**config.mk**
```make
export PLATFORM = sky130hd
export DESIGN_NAME = sbfe_ctrl
export DESIGN_NICKNAME = d
export VERILOG_FILES = /design/src/rtl/sbfe_pkg.sv /design/src/rtl/sbfe_ctrl.sv
export SDC_FILE = /design/constraint.sdc
export NUM_CORES = 1
export LEC_CHECK = 0
export BUFFER_PORTS_ARGS = -buffer_cell sky130_fd_sc_hd__buf_4
export CORE_AREA = 10 10 47 49
export DETAILED_ROUTE_END_ITERATION = 8
export DIE_AREA = 0 0 57 59
export HOLD_SLACK_MARGIN = 0.08
export PLACE_DENSITY = 0.62
export SKIP_LAST_GASP = 1
export SYNTH_ARGS = -nofsm -noshare
export SYNTH_HDL_FRONTEND = slang
export SYNTH_SLANG_ARGS = --single-unit
export TNS_END_PERCENT = 5
```
**constraint.sdc**
```tcl
create_clock -name i_clk -period 1.8 [get_ports i_clk]
set_input_delay 0.09 -clock i_clk [delete_from_list [all_inputs] [get_ports i_clk]]
set_output_delay 0.09 -clock i_clk [all_outputs]
set_load 0.05 [all_outputs]
```
**src/rtl/sbfe_pkg.sv**
```systemverilog
// ----------------------------------------------------------------------------
// sbfe_pkg
// widths, codes, reset values and the controller command bundle
// ----------------------------------------------------------------------------
package sbfe_pkg;

    // source store geometry
    localparam int SOURCE_DEPTH = 4096;
    localparam int SRC_AW       = $clog2(SOURCE_DEPTH);
    localparam int LP_W         = $clog2(SOURCE_DEPTH + 1);

    // field widths
    localparam int DIM_W     = 13;
    localparam int COORD_W   = 14;
    localparam int PITCH_W   = 14;
    localparam int PIX_W     = 32;
    localparam int ADDR_W    = 25;
    localparam int OP_W      = 2;
    localparam int CFG_W     = 14;
    localparam int CFG_IDX_W = 2;

    // one divider step per quotient bit
    localparam int DIV_CNT_W = $clog2(DIM_W);

    // register indexes
    localparam logic [CFG_IDX_W-1:0] CFG_SCREEN_WIDTH  = 2'd0;
    localparam logic [CFG_IDX_W-1:0] CFG_SCREEN_HEIGHT = 2'd1;
    localparam logic [CFG_IDX_W-1:0] CFG_ROW_PITCH     = 2'd2;

    // register reset values
    localparam logic [DIM_W-1:0]   SCREEN_WIDTH_RST  = 13'd1024;
    localparam logic [DIM_W-1:0]   SCREEN_HEIGHT_RST = 13'd768;
    localparam logic [PITCH_W-1:0] ROW_PITCH_RST     = 14'd1024;

    // operation codes
    typedef enum logic [OP_W-1:0] {
        OP_LOAD = 2'd0,
        OP_BLIT = 2'd1,
        OP_FILL = 2'd2,
        OP_STEP = 2'd3
    } t_op;

    // controller to datapath commands
    typedef struct packed {
        logic load_wr;
        logic start_blit;
        logic start_fill;
        logic div_step;
        logic row_mul;
        logic calc;
        logic out_load;
    } t_dp_cmd;

endpackage

```
**src/rtl/sbfe_ctrl.sv**
```systemverilog
// ----------------------------------------------------------------------------
// sbfe_ctrl
// sequencer: input acceptance, divider timing, step pipeline, output valid
// ----------------------------------------------------------------------------
module sbfe_ctrl
    import sbfe_pkg::*;
(
    input  logic            i_clk,
    input  logic            i_rst_n,
    input  logic            i_in_valid,
    input  logic [OP_W-1:0] i_op,
    output logic            o_in_stall,
    input  logic            i_out_stall,
    output logic            o_out_valid,
    output t_dp_cmd         o_cmd
);

    typedef enum logic [2:0] {
        S_IDLE,
        S_DIV,
        S_MUL,
        S_CALC,
        S_WB
    } t_state;

    t_state                r_state, n_state;
    logic [DIV_CNT_W-1:0]  r_div_cnt, n_div_cnt;
    logic                  r_out_valid, n_out_valid;
    logic                  out_free;
    logic                  accept;

    // next state, commands and handshake
    always_comb begin
        out_free    = !r_out_valid || !i_out_stall;
        o_in_stall  = !((r_state == S_IDLE) || ((r_state == S_WB) && out_free));
        accept      = i_in_valid && !o_in_stall;
        o_cmd       = '0;
        n_state     = r_state;
        n_div_cnt   = r_div_cnt;

        o_cmd.out_load = (r_state == S_WB) && out_free;
        n_out_valid    = o_cmd.out_load || (r_out_valid && i_out_stall);

        case (r_state)
            S_IDLE: begin
                n_state = S_IDLE;
            end
            S_DIV: begin
                o_cmd.div_step = 1'b1;
                n_div_cnt      = r_div_cnt + DIV_CNT_W'(1);
                if (r_div_cnt == DIV_CNT_W'(DIM_W - 1)) begin
                    n_state = S_MUL;
                end
            end
            S_MUL: begin
                o_cmd.row_mul = 1'b1;
                n_state       = S_IDLE;
            end
            S_CALC: begin
                o_cmd.calc = 1'b1;
                n_state    = S_WB;
            end
            S_WB: begin
                if (out_free) begin
                    n_state = S_IDLE;
                end
            end
            default: begin
                n_state = S_IDLE;
            end
        endcase

        // a new transaction overrides the return to idle
        if (accept) begin
            case (t_op'(i_op))
                OP_LOAD: begin
                    o_cmd.load_wr = 1'b1;
                    n_state       = S_IDLE;
                end
                OP_BLIT: begin
                    o_cmd.start_blit = 1'b1;
                    n_state          = S_DIV;
                    n_div_cnt        = '0;
                end
                OP_FILL: begin
                    o_cmd.start_fill = 1'b1;
                    n_state          = S_IDLE;
                end
                OP_STEP: begin
                    n_state = S_CALC;
                end
                default: begin
                    n_state = S_IDLE;
                end
            endcase
        end
    end

    // state and registered outputs
    always_ff @(posedge i_clk) begin
        if (!i_rst_n) begin
            r_state     <= S_IDLE;
            r_div_cnt   <= '0;
            r_out_valid <= 1'b0;
        end else begin
            r_state     <= n_state;
            r_div_cnt   <= n_div_cnt;
            r_out_valid <= n_out_valid;
        end
    end

    assign o_out_valid = r_out_valid;

endmodule

```
==> flow_metrics.tcl, run 1 <==
set metrics [dict create \
    outcome "completed" \
    ioPinCount 15 \
    rows 14 \
    syn_nets 57 \
    p_leak_uw 0.0002579 \
    async_flop_share_pct 0 \
    dp_cells 79 \
    grt_max_degree 7 \
    via_per_inst 5.072 \
    cts_buffer_depth 2 \
    chipWidth_um 57 \
    num_vias 421 \
    yosysSeqAreaShare_pct 36.99 \
    firstDrtPassIters 4 \
    powerDensity_nw_per_um2 727.8 \
    fmax_mhz 601.4 \
    cts_tree "done" \
    path_cells "a311oi_4 -> inv_2 -> nor4b_4 -> buf_4" \
    fin_util_pct 44.38 \
    drc_errors 0 \
    netlist-cell-type-count 24 \
    clk_latency_ns 0.25 \
    drtIter0Drc 14 \
    reg2reg_slack_ns 0.37 \
    arrival_ns 1.57 \
    cp_max_fo 6 \
    holdBufCountCts 0 \
    power_uw 452.6 \
    cp_slowest_cell "dfxtp_1" \
    hold_violations 0 \
    min_period_ns 1.663 \
    synthFlopType "dfxtp_1" \
    path_class "flop to output port" \
    area_growth_pct 43.64 \
    min_path_type "input pin to flop" \
    cts_buffers 3 \
    rsz0062_at_grt "no" \
    nNetsFinal 77 \
    antenna_found_initial 0 \
    maxCapViolCount 0 \
    drive_above_1_share_pct 38.81 \
    avgSynthCellArea_sq_um 8.835 \
    fin_setup_tns_ns 0 \
    clock_sinks 8 \
    rr_startpoint "r_state[0]$_SDFFE_PN0P_" \
    coreArea_sq_um 1401 \
    clockRootBuffer "clkbuf_4" \
    synthCells 49 \
    synth_area_sq_um 432.9 \
    startpoint "r_state[0]$_SDFFE_PN0P_" \
    worst_hold_path.num_cells 2 \
    cpPeakStageDelay_ns 0.36 \
    grt_util_all_layers_pct 7.087 \
    vdd_drop_max_mv 0.3997 \
    dp_hpwl_um 840.9 \
    antenna_cells 0 \
    holdPathEnd "r_state[2]$_SDFFE_PN0P_" \
    hold_ws_ns 0.08290 \
    clkTransAtPathRegs_ns 0.06 \
    startpoint_type "flop" \
    setup_viol 0 \
    routed_wl_um 1078 \
    htreeDepth 1 \
    fin_skew_ns 0.003879 \
    wl_per_cell_um 12.99 \
    r2r_cells 3 \
    initial_core_util_pct 30.89 \
    die-area_sq_um 3363 \
    portBuffers 14 \
    slew_headroom_pct 78.99 \
    grt_pass1_vias 443 \
    r2r_end "r_div_cnt[3]$_SDFF_PN0_" \
    critical_path.top_delay_family "flip-flops" \
    worst_pin_slew_ns 0.3109 \
    synth-edff-count 0 \
    yosysWarnings 0 \
    die_h_um 59 \
    ys_seq_elements 8 \
    overflow 0 \
    required_ns 1.71 \
    fill_cells 151 \
    grt_pass1_wl_um 1932 \
    place_congestion 0.7175 \
    finalMaxSlewViolations 0 \
    post-route-period-util_pct 92.37 \
    min_from "i_rst_n" \
    path_buf_inv 2 \
    critPathCaptureType "output port" \
    ant_nets 0 \
    final_cell_count_no_fill 83 \
]
==> cells in the mapped netlist (2+ instances only) <==
library cell	count	area share, %
a21oi_1	4	4.6
dfxtp_1	8	37
ha_1	2	5.8
inv_1	3	2.6
nand2_1	7	6.1
nand3_1	3	3.5
nor2_1	3	2.6
nor3b_1	2	3.5
o21ai_0	2	2.3
==> worst register-to-register path, delay by kind of cell (launching register included) <==
kind / cells / cell delay (ns)
flops: 1 / 0.43
simple gates: 2 / 0.81
compound gates: 1 / 0.13
==> logic make-up after synthesis <==
logic type      count (synthesis)  synth area share, %
xor+xnor                        1                2.023
flops                           8                36.99
fa+ha+maj                       2                5.779
simple gates                   22                30.35
compound gates                 12                21.39
buf+inv                         4                3.467
==> flip-flops by register name (all words and copies together), names as in the netlist <==
register,flops
r_state,3
r_div_cnt,4
o_out_valid,1
==> how the worst max path moves through the flow <==
stage | to | slack (ns) | cells past startpoint
2_1_floorplan | o_cmd[6] | 0.01 | 3
3_3_place_gp | o_cmd[6] | 0.37 | 4
3_5_place_dp | o_cmd[6] | 0.34 | 4
4_1_cts | o_cmd[6] | 0.06 | 4
5_1_grt | o_cmd[6] | 0.04 | 4
6_report | o_cmd[6] | 0.14 | 4
==> layout make-up <==
type,count,area [sq um],share of cell area (%)
repair buffers,15,112.6,18.11
clock buffers,3,22.52,3.622
flip-flops and latches,8,161.4,25.96
multi-input cells,37,290.3,46.68
inverters,4,15.01,2.414
well taps,16,20.02,3.219
==> power breakdown <==
part           internal, uW  switching, uW
Combinational          46.2           76.4
Sequential              183           8.52
Clock                  76.4           61.8
Total                   306            147
==> metrics by stage <==
| stage | setup slack [ns] | instance area [sq um] |
|---|---|---|
| floorplan | 0.01094 | 455.4 |
| global placement | 0.3718 | 580.6 |
| detailed placement | 0.3439 | 580.6 |
| CTS | 0.05615 | 603.1 |
| global route | 0.03821 | 621.8 |
| finish | 0.1373 | 621.8 |
==> cell usage in the layout (no fill, tap or decap), types with 2 or more instances in the layout <==
cell type | netlist | final
a21oi_1 | 4 | 4
buf_4 | 0 | 15
clkbuf_4 | 0 | 3
dfxtp_1 | 8 | 7
ha_1 | 2 | 2
inv_1 | 3 | 3
nand2_1 | 7 | 7
nand3_1 | 3 | 3
nor2_1 | 3 | 3
nor3b_1 | 2 | 2
o21ai_0 | 2 | 2
==> layer usage <==
metal | vias to the layer above | track usage [%] | routed length [um] | part of all wire [%]
met4 | 0 | 7.047 | 0 | 0
met2 | 13 | 11.16 | 549 | 51
met3 | 0 | 1.931 | 73 | 6.8
li1 | 215 | - | - | -
met5 | - | 0 | 0 | 0
met1 | 193 | 7.363 | 456 | 42
==> repair_timing <==
item,4_1_cts,5_1_grt
buffers inserted,0,1
setup endpoints to repair,0,1
gates resized for setup,0,1
Note: power is estimated with default switching activity, not from simulation.
==> run 2: changes to the inputs <==
--- a/config.mk
+++ b/config.mk
@@ -5,12 +5,13 @@
 export SDC_FILE = /design/constraint.sdc
 export NUM_CORES = 1
 export LEC_CHECK = 0
+export ABC_AREA = 1
 export BUFFER_PORTS_ARGS = -buffer_cell sky130_fd_sc_hd__buf_4
 export CORE_AREA = 10 10 47 49
 export DETAILED_ROUTE_END_ITERATION = 8
 export DIE_AREA = 0 0 57 59
 export HOLD_SLACK_MARGIN = 0.08
-export PLACE_DENSITY = 0.62
+export PLACE_DENSITY = 0.67
 export SKIP_LAST_GASP = 1
 export SYNTH_ARGS = -nofsm -noshare
 export SYNTH_HDL_FRONTEND = slang
==> run 2 against run 1 <==
Maximum frequency grew 23%. Cell count grew 24%. Critical path depth is the same. Largest power group unchanged. First-iteration DRC count shrank 64%. Synthesized area grew 16%.
==> flow_metrics.tcl, run 2 <==
set metrics [dict create \
    antenna_cells 0 \
    post-route-period-util_pct 75.04 \
    final_common_cell "nand2_1" \
    post_cts_resized 0 \
    maxCapViolCount 0 \
    min_period_ns 1.351 \
    grt_util_all_layers_pct 6.519 \
    r2r_end "r_state[1]$_SDFFE_PN0P_" \
    worst_slack_ns 0.4492 \
    clock_sinks 8 \
    area_growth_pct 32.50 \
    fill_cells 156 \
    die-area_sq_um 3363 \
    wl_per_cell_um 10.14 \
    place_congestion 0.7358 \
    dpl_worst_slack_ns 0.7005 \
    cp_slowest_cell "dfxtp_1" \
    cts_buffer_depth 2 \
    yosysTopAreaCellShare_pct 32.00 \
    dp_cells 99 \
    slew_headroom_pct 82.43 \
    grt_max_degree 9 \
    die_h_um 59 \
    avgSynthCellArea_sq_um 7.253 \
    grt_pass1_vias 445 \
    clockRootBuffer "clkbuf_4" \
    yosysSeqAreaShare_pct 32.00 \
    grt_pass1_wl_um 1787 \
    synth_area_sq_um 500.5 \
    rows 14 \
    fin_util_pct 47.32 \
    drive_above_1_share_pct 37.93 \
    routed_wl_um 1044 \
    async_flop_share_pct 0 \
    finalMaxSlewViolations 0 \
    p_leak_uw 0.0003309 \
    ioPinCount 15 \
    ant_nets 0 \
    post_cts_buffers 0 \
    fin_setup_tns_ns 0 \
    layout_common_cells "nand2_1 (16), buf_4 (14), inv_1 (10)" \
    vdd_drop_max_mv 0.3577 \
    r2r_cells 8 \
    worst_pin_slew_ns 0.2632 \
    cts_tree "done" \
    min_path_type "input pin to flop" \
    hold_violations 0 \
    setup_viol 0 \
    critPathCaptureType "output port" \
    synth_area_leader_cell "dfxtp_1" \
    synth.area.top_cells "dfxtp_1 (32%), nand2_1 (12%), inv_1 (7.5%), a21oi_2 (5.2%), ha_1 (5.0%)" \
    required_ns 1.71 \
    min_from "i_out_stall" \
    via_per_inst 4.505 \
    antenna_found_initial 0 \
    fmax_mhz 740.3 \
    coreArea_sq_um 1401 \
    chipWidth_um 57 \
    clkTransAtPathRegs_ns 0.05 \
    cts_buffers 3 \
    htreeDepth 1 \
    holdPathEnd "o_out_valid$_SDFF_PN0_" \
    cp_max_fo 5 \
    drtIter0Drc 5 \
    final_cell_count_no_fill 103 \
    drc_errors 0 \
    netlist-cell-type-count 20 \
    top_register "r_div_cnt" \
    syn_nets 77 \
    dp_hpwl_um 886.9 \
    synthFlopType "dfxtp_1" \
    yosysMostFrequentCell "nand2_1" \
    worst_hold_path.num_cells 3 \
    arrival_ns 1.26 \
    rsz0062_at_grt "no" \
    yosysWarnings 0 \
    synthCells 69 \
    path_cells "nor2_4 -> nand3_2 -> nor3_2 -> buf_4" \
    startpoint_type "flop" \
    ys_seq_elements 8 \
    rr_startpoint "r_div_cnt[0]$_SDFF_PN0_" \
    firstDrtPassIters 3 \
    cpPeakStageDelay_ns 0.37 \
    outcome "completed" \
    yosys-top-cells-count "nand2_1 (16), inv_1 (10), dfxtp_1 (8)" \
    powerDensity_nw_per_um2 683.2 \
    initial_core_util_pct 35.71 \
    fin_skew_ns 0.002089 \
    num_vias 464 \
    nNetsFinal 97 \
    largest_reg_flops 4 \
    overflow 0 \
    clk_latency_ns 0.25 \
    portBuffers 14 \
    synth-edff-count 0 \
    path_class "flop to output port" \
    reg2reg_slack_ns 0.70 \
]
run 2: what timing repair did:
action / 4_1_cts / 5_1_grt
hold buffers: 1 / 0
setup endpoints to repair: 0 / 0
hold endpoints to repair: 2 / 0
run 2: worst max path at each step:
stage	startpoint	to	slack [ns]	cells past startpoint
after global placement	r_div_cnt[0]$_SDFF_PN0_	r_state[1]$_SDFFE_PN0P_	0.71	8
after floorplan	r_state[1]$_SDFFE_PN0P_	o_cmd[2]	0.19	2
after detailed placement	r_div_cnt[0]$_SDFF_PN0_	r_state[1]$_SDFFE_PN0P_	0.70	8
after global routing	r_state[0]$_SDFFE_PN0P_	o_cmd[4]	0.35	4
final	r_state[0]$_SDFFE_PN0P_	o_cmd[6]	0.45	4
after CTS	r_state[0]$_SDFFE_PN0P_	o_cmd[6]	0.43	4
run 2: final cells by class:
class	instances	area, sq um	area share, %
well taps	16	20.02	3.019
flip-flops and latches	8	160.2	24.15
inverters	12	46.29	6.981
repair buffers	15	115.1	17.36
multi-input cells	49	299.0	45.09
clock buffers	3	22.52	3.396
run 2: stage by stage:
step | instance area (sq um) | hold WS (ns) | power (uW)
2_1_floorplan | 505.5 | 0.2075 | 285.1
3_3_place_gp | 630.6 | 0.3353 | 322.7
3_5_place_dp | 630.6 | 0.3358 | 324.0
4_1_cts | 663.1 | 0.1479 | 462.2
5_1_grt | 663.1 | 0.1501 | 490.2
6_report | 663.1 | 0.1502 | 453.0
run 2: power breakdown:
part / internal (uW) / switching, uW / leakage (uW)
Clock: 76.0 / 56.5 / 0.0000138
Combinational: 43.6 / 82.0 / 0.000252
Sequential: 185 / 9.94 / 0.0000650
Total: 305 / 148 / 0.000331
run 2: logic make-up (layout without fill, tap and decap cells):
family,count (synthesis),after routing,synth area share [%]
and+or+nand+nor,38,38,40.75
buffers and inverters,12,30,9.249
AOI/OAI and AO/OA,8,8,11.25
DFF,8,8,32.00
adders and majority gates,2,2,4.999
xor gates and xnor gates,1,1,1.750
run 2: per-layer routing:
metal / part of all wire [%] / GRT usage, % / routed length (um) / vias to the layer above
met5: 0 / 0 / 0 / -
met4: 2.4 / 4.027 / 25 / 0
met3: 8.1 / 2.790 / 85 / 2
met2: 42 / 10.85 / 440 / 14
met1: 47 / 6.634 / 493 / 192
li1: - / - / - / 256
run 2: worst max-delay path: cells and delay by family (launching register included):
kind          cells  cell delay [ns]
flops             1             0.37
buf+inv           1             0.21
simple gates      3             0.42
